`config.mk`:
```
export PLATFORM = sky130hd
export DESIGN_NAME = wvs_divider
export DESIGN_NICKNAME = d
export VERILOG_FILES = /design/src/rtl/wvs_divider.sv
export SDC_FILE = /design/constraint.sdc
export NUM_CORES = 1
export LEC_CHECK = 0
export ABC_AREA = 1
export ABC_CLOCK_PERIOD_IN_PS = 2100
export BUFFER_PORTS_ARGS = -buffer_cell sky130_fd_sc_hd__buf_4
export CAP_MARGIN = 40
export CORE_MARGIN = 2
export CORE_UTILIZATION = 52
export DETAILED_ROUTE_END_ITERATION = 10
export HOLD_SLACK_MARGIN = 0.15
export MAX_ROUTING_LAYER = met4
export PLACE_DENSITY = 0.84
export SKIP_CTS_REPAIR_TIMING = 1
export SYNTH_ARGS = -nofsm -noshare
export SYNTH_HDL_FRONTEND = slang
export SYNTH_SLANG_ARGS = --single-unit
export TNS_END_PERCENT = 20
```
`constraint.sdc`:
```
create_clock -name clk -period 2.1 [get_ports clk]
set_clock_uncertainty 0.2 [all_clocks]
set_input_delay 0.21 -clock clk [delete_from_list [all_inputs] [get_ports clk]]
set_output_delay 0.21 -clock clk [all_outputs]
set_load 0.02 [all_outputs]
```
`src/rtl/wvs_divider.sv`:
```
// ----------------------------------------------------------------------------
// wvs_divider: restoring bit-serial divider
// One quotient bit per cycle; done pulses once quotient and remainder hold.
// ----------------------------------------------------------------------------
module wvs_divider #(
	parameter int NUM_W = 12,
	parameter int DEN_W = 26
) (
	input  logic             clk,
	input  logic             arst_n,
	input  logic             start,
	input  logic [NUM_W-1:0] num,
	input  logic [DEN_W-1:0] den,
	output logic             done,
	output logic [NUM_W-1:0] quot,
	output logic [DEN_W-1:0] rem
);

	localparam int CNT_W = $clog2(NUM_W + 1);

	logic [CNT_W-1:0] cnt_q;
	logic [NUM_W-1:0] quot_q;
	logic [DEN_W-1:0] rem_q;
	logic [DEN_W-1:0] den_q;
	logic             done_q;
	logic [DEN_W:0]   trial;
	logic             fits;

	assign trial = {rem_q, quot_q[NUM_W-1]};
	assign fits  = trial >= {1'b0, den_q};

	always_ff @(posedge clk or negedge arst_n) begin
		if (!arst_n) begin
			cnt_q  <= '0;
			done_q <= 1'b0;
			quot_q <= '0;
			rem_q  <= '0;
			den_q  <= '0;
		end else begin
			done_q <= 1'b0;
			if (start) begin
				cnt_q  <= CNT_W'(NUM_W);
				quot_q <= num;
				rem_q  <= '0;
				den_q  <= den;
			end else if (cnt_q != '0) begin
				cnt_q  <= cnt_q - 1'b1;
				quot_q <= (quot_q << 1) | NUM_W'(fits);
				rem_q  <= fits ? DEN_W'(trial - {1'b0, den_q}) : DEN_W'(trial);
				done_q <= (cnt_q == CNT_W'(1));
			end
		end
	end

	assign done = done_q;
	assign quot = quot_q;
	assign rem  = rem_q;

endmodule

```
==> summary.md, run 1 <==
| Metric | Value |
|---|---|
| Rel. slew slack | `73.1%` |
| Vias per inst | `5.25` |
| Crit-path max cell delay | `0.43 ns` |
| Number of distinct library cells after synthesis | `33` |
| Failing checks | `negative setup slack` |
| Endpoints failing setup | `27` |
| Part of the Yosys area used for sequential elements | `33.2%` |
| Synth warnings | `0` |
| Row Count | `36` |
| Syn Area/Cell | `6.50 sq um` |
| WP data arrival | `2.26 ns` |
| I/O Pins | `80` |
| Clock root buffer | `clkbuf_8` |
| Clock buffer depth | `2` |
| Startpoint types | `flip-flop` |
| Final layout net count | `1086` |
| Total track usage | `29.0%` |
| Die X | `104 microns` |
| Final Hold Vio Count | `0` |
| Worst-path fanout max | `3` |
| Synthesized flop and latch total | `69` |
| RSZ-0062 raised after global routing | `yes` |
| Ranking of synthesized cells by area | `dfrtp_1 (33%), nand2_1 (19%), inv_1 (12%), ha_1 (6.7%), nand3_1 (6.0%)` |
| CP required | `2.15 ns` |
| CTS tree | `done` |
| GRT overflow | `0` |
| Cells after Synth | `799` |
| Status | `complete, but fails checks` |
| Antenna Cells | `0` |
| Final core occ | `83.7%` |
| First-pass GRT wire length | `24900 microns` |
| Clk slew on worst S/H paths | `0.08 ns` |
| Synth Net Count | `869` |
| Fin crit share | `105%` |
| Via Count | `6061` |
| Fmax | `453 MHz` |
| Setup Total Neg Slack | `-1.30 ns` |
| RD Place Congestion | `0.992` |
| Port buffer count | `79` |
| VDD IR max | `0.000622 V` |
| First drt pass iteration count | `5` |
| Die area | `10800 sq um` |
| Post-synthesis async set-or-reset flop share | `100%` |
| CTS sink cnt | `69` |
| Initial DRC count | `406` |
| Starting Density | `53.4%` |
| Post-synth top cells | `nand2_1 (268), inv_1 (162), dfrtp_1 (69)` |
| Area grow syn2layout | `56.7%` |
| Vias in the first global route | `5471` |
| Post-synth top flop | `dfrtp_1` |
| Die height | `104 microns` |
| Post-DP HPWL | `11300 microns` |
| Number of routed nets with antenna violations | `0` |
| Leak Pwr | `4.32 nW` |
| Crit. End Element | `flip-flop` |
| Max-Cap Viols | `0` |
| EDFF count, synth | `0` |
| Pins Over Slew Limit | `0` |
| Worst setup margin | `-0.106 ns` |
| Core Region | `9730 sq um` |
| Most numerous cell in the Yosys netlist | `nand2_1` |
| Cell taking the most area after synthesis | `dfrtp_1` |
| Layout cells sized above 1 | `37.0%` |
| H-Tree Depth | `3` |
| Minimum clock period | `2.21 ns` |
| Total power per unit cell area | `1440 nW/um^2` |
| Clock latency on the worst-skew pair | `0.36 ns` |
| CP max stage cell | `fa_2` |
| Worst path cell trace | `inv_2 -> ha_4 -> inv_2 -> fa_2 -> nand2_2 -> nand3_2 -> and2_4 -> nand3b_1 -> nand3_1 -> nand2_1 -> nand3_2 -> nand3_1 -> nand2_1` |
| Antenna violations before repair | `0` |
| Largest net degree at the start of global routing | `70` |
| Crit Path Class | `flip-flop to flip-flop` |
| Area share of the largest cell type after synthesis | `33.2%` |
| CTS Buf Count | `9` |
| # DRC | `0` |
| Worst path top cell family by delay | `simple AND/OR/NAND/NOR gates` |
| Wirelength per Cell | `15.4 microns` |
| Synthesized area | `5200 sq um` |
| Path category of the worst min-delay check | `input port to async pin` |
| Crit path buf inv count | `2` |
| Least-Margin Pin Slew | `0.404 ns` |
| WL final | `17800 microns` |
flip-flops by register name, summed over array words and instances, names as in the netlist:
name,flops
cnt_q,4
den_q,26
quot,12
done,1
rem,26
cells in the final DEF, fill, tap and decap left out, types with 11 or more instances in the layout:
master	netlist	layout
nand2_1	268	218
buf_4	0	172
inv_1	162	141
dfrtp_1	69	52
nand2_2	3	46
nand3_1	62	43
dlygate4sd3_1	0	40
o21ai_0	45	38
nand4_1	33	33
inv_2	8	29
ha_4	0	25
nor2_1	35	24
nand3_2	0	17
dfrtp_2	0	17
o21ai_1	7	13
o211ai_1	11	11
worst paths after layout:
kind | start | slack (ns) | endpoint | cells past startpoint
max in group asynchronous | arst_n | 1.15 | quot[11]$_DFFE_PN0P_ | 3
worst max-delay path | quot[11]$_DFFE_PN0P_ | -0.11 | rem[20]$_DFFE_PN0P_ | 13
worst min register to register | rem[25]$_DFFE_PN0P_ | 0.34 | rem[25]$_DFFE_PN0P_ | 2
worst min-delay path | arst_n | 0.18 | rem[18]$_DFFE_PN0P_ | 3
min in group clk | rem[25]$_DFFE_PN0P_ | 0.34 | rem[25]$_DFFE_PN0P_ | 2
worst max register to register | quot[11]$_DFFE_PN0P_ | -0.11 | rem[20]$_DFFE_PN0P_ | 13
power by group:
group | switching (mW) | internal, mW
registers | 0.293 | 1.67
logic | 4.64 | 4.07
clock network | 0.589 | 0.469
total | 5.52 | 6.21
metal layers:
layer  up-vias  routed length, microns  track usage (%)
li1       2923                       -                -
met5         -                       0                -
met1      2841                    7390             37.1
met2       254                    8890             47.2
met3        43                    1080             5.76
met4         0                     407             7.53
stage by stage:
| stage | cells | total power, mW | instance area (sq um) | setup slack [ns] | hold WS, ns |
|---|---|---|---|---|---|
| 3_5_place_dp | 1084 | 8.93 | 6950 | -0.203 | 0.0477 |
| 2_1_floorplan | 799 | 6.24 | 5520 | 0.000928 | -0.286 |
| 3_3_place_gp | 1084 | 8.82 | 6950 | -0.178 | 0.0441 |
| 6_report | 1154 | 11.7 | 8140 | -0.106 | 0.176 |
| 5_1_grt | 1154 | 12.5 | 8140 | -0.191 | 0.233 |
| 4_1_cts | 1100 | 10.0 | 7140 | -0.207 | -0.337 |
final cells by class:
| class | instances | area, sq um |
|---|---|---|
| Multi-Input combinational cell | 535 | 3420 |
| Clock buffer | 10 | 138 |
| Clock inverter | 6 | 46.3 |
| Tap cell | 133 | 166 |
| Sequential cell | 69 | 1750 |
| Timing Repair Buffer | 229 | 1980 |
| Fill cell | 623 | 1590 |
| Inverter | 172 | 646 |
cell families after synthesis:
kind of cell / share of synthesized area [%]
simple gates: 34.5
buf+inv: 14.5
compound gates: 8.79
flops: 33.2
fa+ha+maj: 7.13
xor+xnor: 1.85
worst min-delay path, delay by kind of cell:
family   cells  cell delay, ns
buf+inv      3            0.92
Note: power is estimated with default switching activity, not from simulation.
==> inputs of run 2 (changes only) <==
--- a/config.mk
+++ b/config.mk
@@ -14,7 +14,7 @@
 export DETAILED_ROUTE_END_ITERATION = 10
 export HOLD_SLACK_MARGIN = 0.15
 export MAX_ROUTING_LAYER = met4
-export PLACE_DENSITY = 0.84
+export PLACE_DENSITY = 0.77
 export SKIP_CTS_REPAIR_TIMING = 1
 export SYNTH_ARGS = -nofsm -noshare
 export SYNTH_HDL_FRONTEND = slang
==> run 2 against run 1 <==
The run still ends with negative setup slack left. Setup slack got worse by 0.13 ns. Via count rose by 1.5%. Design area down 2.6%. Largest cell class unchanged. Maximum frequency shrank 5.7%. Die area stayed put. Power is 2.4% lower. Flip-flop and latch count unchanged. Hold slack worse by 0.022 ns. Count of clock-buffer cells in the layout increased by 3.
==> summary.md, run 2 (synthesis results as in run 1) <==
| Metric | Value |
|---|---|
| Status | `complete, but fails checks` |
| Failing checks | `negative setup slack` |
| GRT met3 Usage | `2.82%` |
| Final cell count without fillers | `1157` |
| Least-Margin Pin Slew | `0.616 ns` |
| Fin crit share | `111%` |
| Grt peak-use layer | `met2` |
| Vias in the first global route | `5813` |
| Leak Pwr | `4.26 nW` |
| RSZ-0062 raised after global routing | `yes` |
| Core Region | `9730 sq um` |
| GR Util met1 | `40.6%` |
| Starting Density | `53.4%` |
| Antenna Cells | `0` |
| Clock buffer depth | `2` |
| Met2 GRT Util | `51.9%` |
| Port buffer count | `79` |
| Worst hold slack | `0.154 ns` |
| Startpoint types | `flip-flop` |
| CP required | `2.18 ns` |
| Crit Path Class | `flip-flop to flip-flop` |
| CTS sink cnt | `69` |
| WP data arrival | `2.42 ns` |
| WL final | `19000 microns` |
| GRT overflow | `0` |
| Placed Area | `6950 sq um` |
| Final layout net count | `1089` |
| Setup Total Neg Slack | `-4.50 ns` |
| Largest net degree at the start of global routing | `40` |
| RD Place Congestion | `0.908` |
| Pins Over Slew Limit | `0` |
| Final core occ | `81.5%` |
| Fmax | `427 MHz` |
| Via Count | `6150` |
| H-Tree Depth | `3` |
| Clk slew on worst S/H paths | `0.09 ns` |
| I/O Pins | `80` |
| Final instance area | `7930 sq um` |
| Post-DP HPWL | `12500 microns` |
| First drt pass iteration count | `6` |
| Clock root buffer | `clkbuf_8` |
| VDD IR max | `0.000601 V` |
| Antenna violations before repair | `0` |
| Row Count | `36` |
| Total track usage | `31.4%` |
| Minimum clock period | `2.34 ns` |
| Layout cells sized above 1 | `32.2%` |
| Wirelength per Cell | `16.4 microns` |
| Total power per unit cell area | `1440 nW/um^2` |
| Initial DRC count | `494` |
| Worst setup margin | `-0.239 ns` |
| Rel. slew slack | `58.7%` |
| Max-Cap Viols | `0` |
| First-pass GRT wire length | `27000 microns` |
| Die height | `104 microns` |
| Die X | `104 microns` |
| Vias per inst | `5.32` |
| Dpl cells | `1084` |
| Final Hold Vio Count | `0` |
| Endpoints failing setup | `27` |
| CTS tree | `done` |
| CTS Buf Count | `9` |
| # DRC | `0` |
| Clock latency on the worst-skew pair | `0.37 ns` |
| Worst-path fanout max | `7` |
| Crit. End Element | `flip-flop` |
| Path category of the worst min-delay check | `input port to async pin` |
| Most common cell after layout, fill and taps aside | `nand2_1` |
| Number of routed nets with antenna violations | `0` |
| Area grow syn2layout | `52.6%` |
| Most frequent cells in the layout | `nand2_1 (246), buf_4 (180), inv_1 (145), nand3_1 (55), dfrtp_1 (52)` |
| Die area | `10800 sq um` |
==> run 2: cell types whose count changed in the layout (fill, tap and decap cells not counted), moves of 3 or more <==
cell / change
nand2_1: +28
inv_2: -4
nand3_1: +12
inv_1: +4
buf_6: -3
nor2_1: +4
buf_4: +8
nor2_4: -6
nand3_2: -11
nand2_2: -26
==> run 2: critical path, stage by stage, from the launching register on <==
cell and delay [ns]:
dfrtp_1 0.36, inv_1 0.17, ha_1 0.30, nand3_1 0.12, nand2_2 0.11, nand2_1 0.11
nand3_2 0.11, nand2_4 0.12, nand3_4 0.16, clkbuf_16 0.22, nand2_1 0.07, nand3_1 0.09
o21ai_1 0.10
==> run 2: final cells by class <==
type,count,area (sq um)
Clock inverter,3,20.0
Multi-Input combinational cell,535,3220
Sequential cell,69,1750
Tap cell,133,166
Inverter,172,646
Fill cell,631,1800
Timing Repair Buffer,232,1970
Clock buffer,13,159
==> run 2: per-stage QoR <==
step	power [mW]	worst slack, ns
floorplan	6.24	0.000928
global placement	8.88	-0.158
detailed placement	9.06	-0.179
CTS	10.1	-0.235
global route	12.2	-0.302
finish	11.4	-0.239
==> run 2: path summary, 6_finish.rpt <==
kind | start | endpoint | slack, ns | cells past startpoint
setup reg to reg | den_q[1]$_DFFE_PN0P_ | rem[7]$_DFFE_PN0P_ | -0.24 | 12
hold reg to reg | den_q[6]$_DFFE_PN0P_ | den_q[6]$_DFFE_PN0P_ | 0.35 | 2
setup / recovery | den_q[1]$_DFFE_PN0P_ | rem[7]$_DFFE_PN0P_ | -0.24 | 12
min in group clk | den_q[6]$_DFFE_PN0P_ | den_q[6]$_DFFE_PN0P_ | 0.35 | 2
max in group asynchronous | arst_n | rem[4]$_DFFE_PN0P_ | 0.97 | 3
hold / removal | arst_n | den_q[19]$_DFFE_PN0P_ | 0.15 | 2
==> run 2: routing by layer <==
layer	part of all wire, %	wire (microns)
met5	0	0
met4	2.7	514
met3	6.8	1280
met2	49	9210
met1	42	7960
==> run 2: power breakdown <==
group	total (mW)	internal [mW]	switching, mW
logic	8.43	3.90	4.53
registers	1.98	1.68	0.308
clock network	1.04	0.493	0.546
total	11.4	6.06	5.38
==> inputs of run 3 (changes only) <==
--- a/config.mk
+++ b/config.mk
@@ -6,15 +6,15 @@
 export NUM_CORES = 1
 export LEC_CHECK = 0
 export ABC_AREA = 1
-export ABC_CLOCK_PERIOD_IN_PS = 2100
+export ABC_CLOCK_PERIOD_IN_PS = 2900
 export BUFFER_PORTS_ARGS = -buffer_cell sky130_fd_sc_hd__buf_4
 export CAP_MARGIN = 40
 export CORE_MARGIN = 2
-export CORE_UTILIZATION = 52
+export CORE_UTILIZATION = 63
 export DETAILED_ROUTE_END_ITERATION = 10
 export HOLD_SLACK_MARGIN = 0.15
 export MAX_ROUTING_LAYER = met4
-export PLACE_DENSITY = 0.77
+export PLACE_DENSITY = 0.87
 export SKIP_CTS_REPAIR_TIMING = 1
 export SYNTH_ARGS = -nofsm -noshare
 export SYNTH_HDL_FRONTEND = slang
==> constraint.sdc (replaced) <==
create_clock -name clk -period 2.9 [get_ports clk]
set_clock_uncertainty 0.2 [all_clocks]
set_input_delay 0.29 -clock clk [delete_from_list [all_inputs] [get_ports clk]]
set_output_delay 0.29 -clock clk [all_outputs]
set_load 0.02 [all_outputs]
==> run 3 against run 2 <==
The flow now finishes without violations. Flip-flop and latch count unchanged. Critical path depth is 2 higher. Core utilization down 0.82 points. Design area is 18% lower. Setup slack improved by 0.50 ns.
==> summary.md, run 3 (synthesis results as in run 1) <==
| Metric | Value |
|---|---|
| Worst setup margin | `0.261 ns` |
| Fmax | `379 MHz` |
| Initial DRC count | `351` |
| Row Count | `33` |
| Antenna violations before repair | `0` |
| Leak Pwr | `3.71 nW` |
| Final Hold Vio Count | `0` |
| Area taken by flip-flops and latches | `1730 sq um` |
| RD Place Congestion | `1.02` |
| Path category of the worst min-delay check | `input port to flip-flop` |
| Least-Margin Pin Slew | `0.873 ns` |
| Area grow syn2layout | `25.7%` |
| Layout cells sized above 1 | `13.5%` |
| Total track usage | `33.6%` |
| First-pass GRT wire length | `23000 microns` |
| Final cell count without fillers | `1023` |
| DR WL met3 | `1070 microns` |
| VDD IR max | `0.000546 V` |
| Worst setup path start | `rem[1]$_DFFE_PN0P_` |
| CTS tree | `done` |
| I/O Pins | `80` |
| Crit Path Class | `flip-flop to flip-flop` |
| Clock latency on the worst-skew pair | `0.35 ns` |
| WP data arrival | `2.68 ns` |
| GRT overflow | `0` |
| Startpoint types | `flip-flop` |
| Core Region | `8090 sq um` |
| Number of routed nets with antenna violations | `0` |
| Vias in the first global route | `5068` |
| Endpoints failing setup | `0` |
| Via Count | `5566` |
| First drt pass iteration count | `5` |
| Total power per unit cell area | `981 nW/um^2` |
| H-Tree Depth | `3` |
| Setup Total Neg Slack | `0 ns` |
| Die area | `8990 sq um` |
| Tot Pwr | `6.40 mW` |
| Pins Over Slew Limit | `0` |
| Pre-CTS setup slack | `0.414 ns` |
| Minimum clock period | `2.64 ns` |
| WL final | `16100 microns` |
| Area occupied by multi-input gates | `2720 sq um` |
| Antenna Cells | `0` |
| # DRC | `0` |
| Vias per inst | `5.44` |
| Worst-path fanout max | `25` |
| Post-DP HPWL | `10300 microns` |
| Final layout net count | `983` |
| Crit. End Element | `flip-flop` |
| Port buffer count | `79` |
| CTS Buf Count | `9` |
| Filler instances | `555` |
| Clock buffer depth | `2` |
| M1 wire length | `6640 microns` |
| Fin crit share | `91.0%` |
| Wirelength per Cell | `15.7 microns` |
| Max-Cap Viols | `0` |
| Largest net degree at the start of global routing | `70` |
| Rel. slew slack | `41.8%` |
| Clock root buffer | `clkbuf_8` |
| RSZ-0062 raised after global routing | `no` |
| Worst hold path startpoint | `start` |
| CP required | `2.94 ns` |
| Metal2 WL | `7830 microns` |
| Reg-to-Reg Start | `rem[1]$_DFFE_PN0P_` |
| Most frequent cells in the layout | `nand2_1 (268), inv_1 (162), buf_4 (86), dfrtp_1 (69), nand3_1 (62)` |
| Die height | `94.8 microns` |
| Dpl cells | `968` |
| Clk slew on worst S/H paths | `0.08 ns` |
| Max layer used | `met4` |
| Starting Density | `64.2%` |
| Die X | `94.8 microns` |
| Most common cell after layout, fill and taps aside | `nand2_1` |
| Status | `complete, no violations` |
| CTS sink cnt | `69` |
[run 3: cell count changes in the layout (fill, tap and decap cells not counted), moves of 22 or more]
| cell | delta |
|---|---|
| ha_4 | -25 |
| ha_1 | +25 |
| nand2_1 | +22 |
| buf_4 | -94 |
[run 3: through the flow]
step,cell area [sq um],utilization [%],hold WS [ns]
after floorplan,5200,-,-0.206
after global placement,5860,72.5,0.239
after detailed placement,5890,72.8,0.258
after CTS,6140,75.9,-0.125
after global routing,6530,80.7,0.263
final,6530,80.7,0.231
[run 3: worst paths after layout]
check                                         to  slack (ns)  depth (start not counted)
setup reg to reg             rem[25]$_DFFE_PN0P_        0.26                         14
min in group asynchronous  den_q[10]$_DFFE_PN0P_        0.39                          2
hold reg to reg                   done$_DFF_PN0_        0.32                          1
hold / removal               rem[20]$_DFFE_PN0P_        0.23                          5
max in group asynchronous    quot[9]$_DFFE_PN0P_        1.53                          2
setup / recovery             rem[25]$_DFFE_PN0P_        0.26                         14
[run 3: layout make-up]
class	count	share of cell area, %
multi-input cells	535	41.6
flip-flops and latches	69	26.4
well taps	105	2.01
repair buffers	126	16.3
inverters	172	9.89
clock buffers	11	2.16
clock inverters	5	1.65
[run 3: routing by layer]
| layer | global-route usage, % | vias up |
|---|---|---|
| met5 | - | - |
| met4 | 12.0 | 0 |
| met3 | 4.23 | 55 |
| met2 | 56.7 | 277 |
| met1 | 41.5 | 2529 |
| li1 | - | 2705 |
[run 3: power breakdown]
part	total, mW	internal [mW]	switching, mW
clock network	0.998	0.599	0.399
logic	4.00	1.43	2.57
registers	1.40	1.19	0.211
total	6.40	3.22	3.18
[run 3: worst max-delay path, cell delays in order (launching register included)]
cell	delay (ns)
dfrtp_1	0.42
ha_1	0.40
nand2_1	0.11
nand2_1	0.08
inv_2	0.06
nand2_2	0.09
nand2_1	0.08
nand3_1	0.15
nand2_2	0.13
buf_4	0.35
nand4_1	0.20
nand2_1	0.11
inv_1	0.05
nand2_1	0.05
nand2_1	0.05
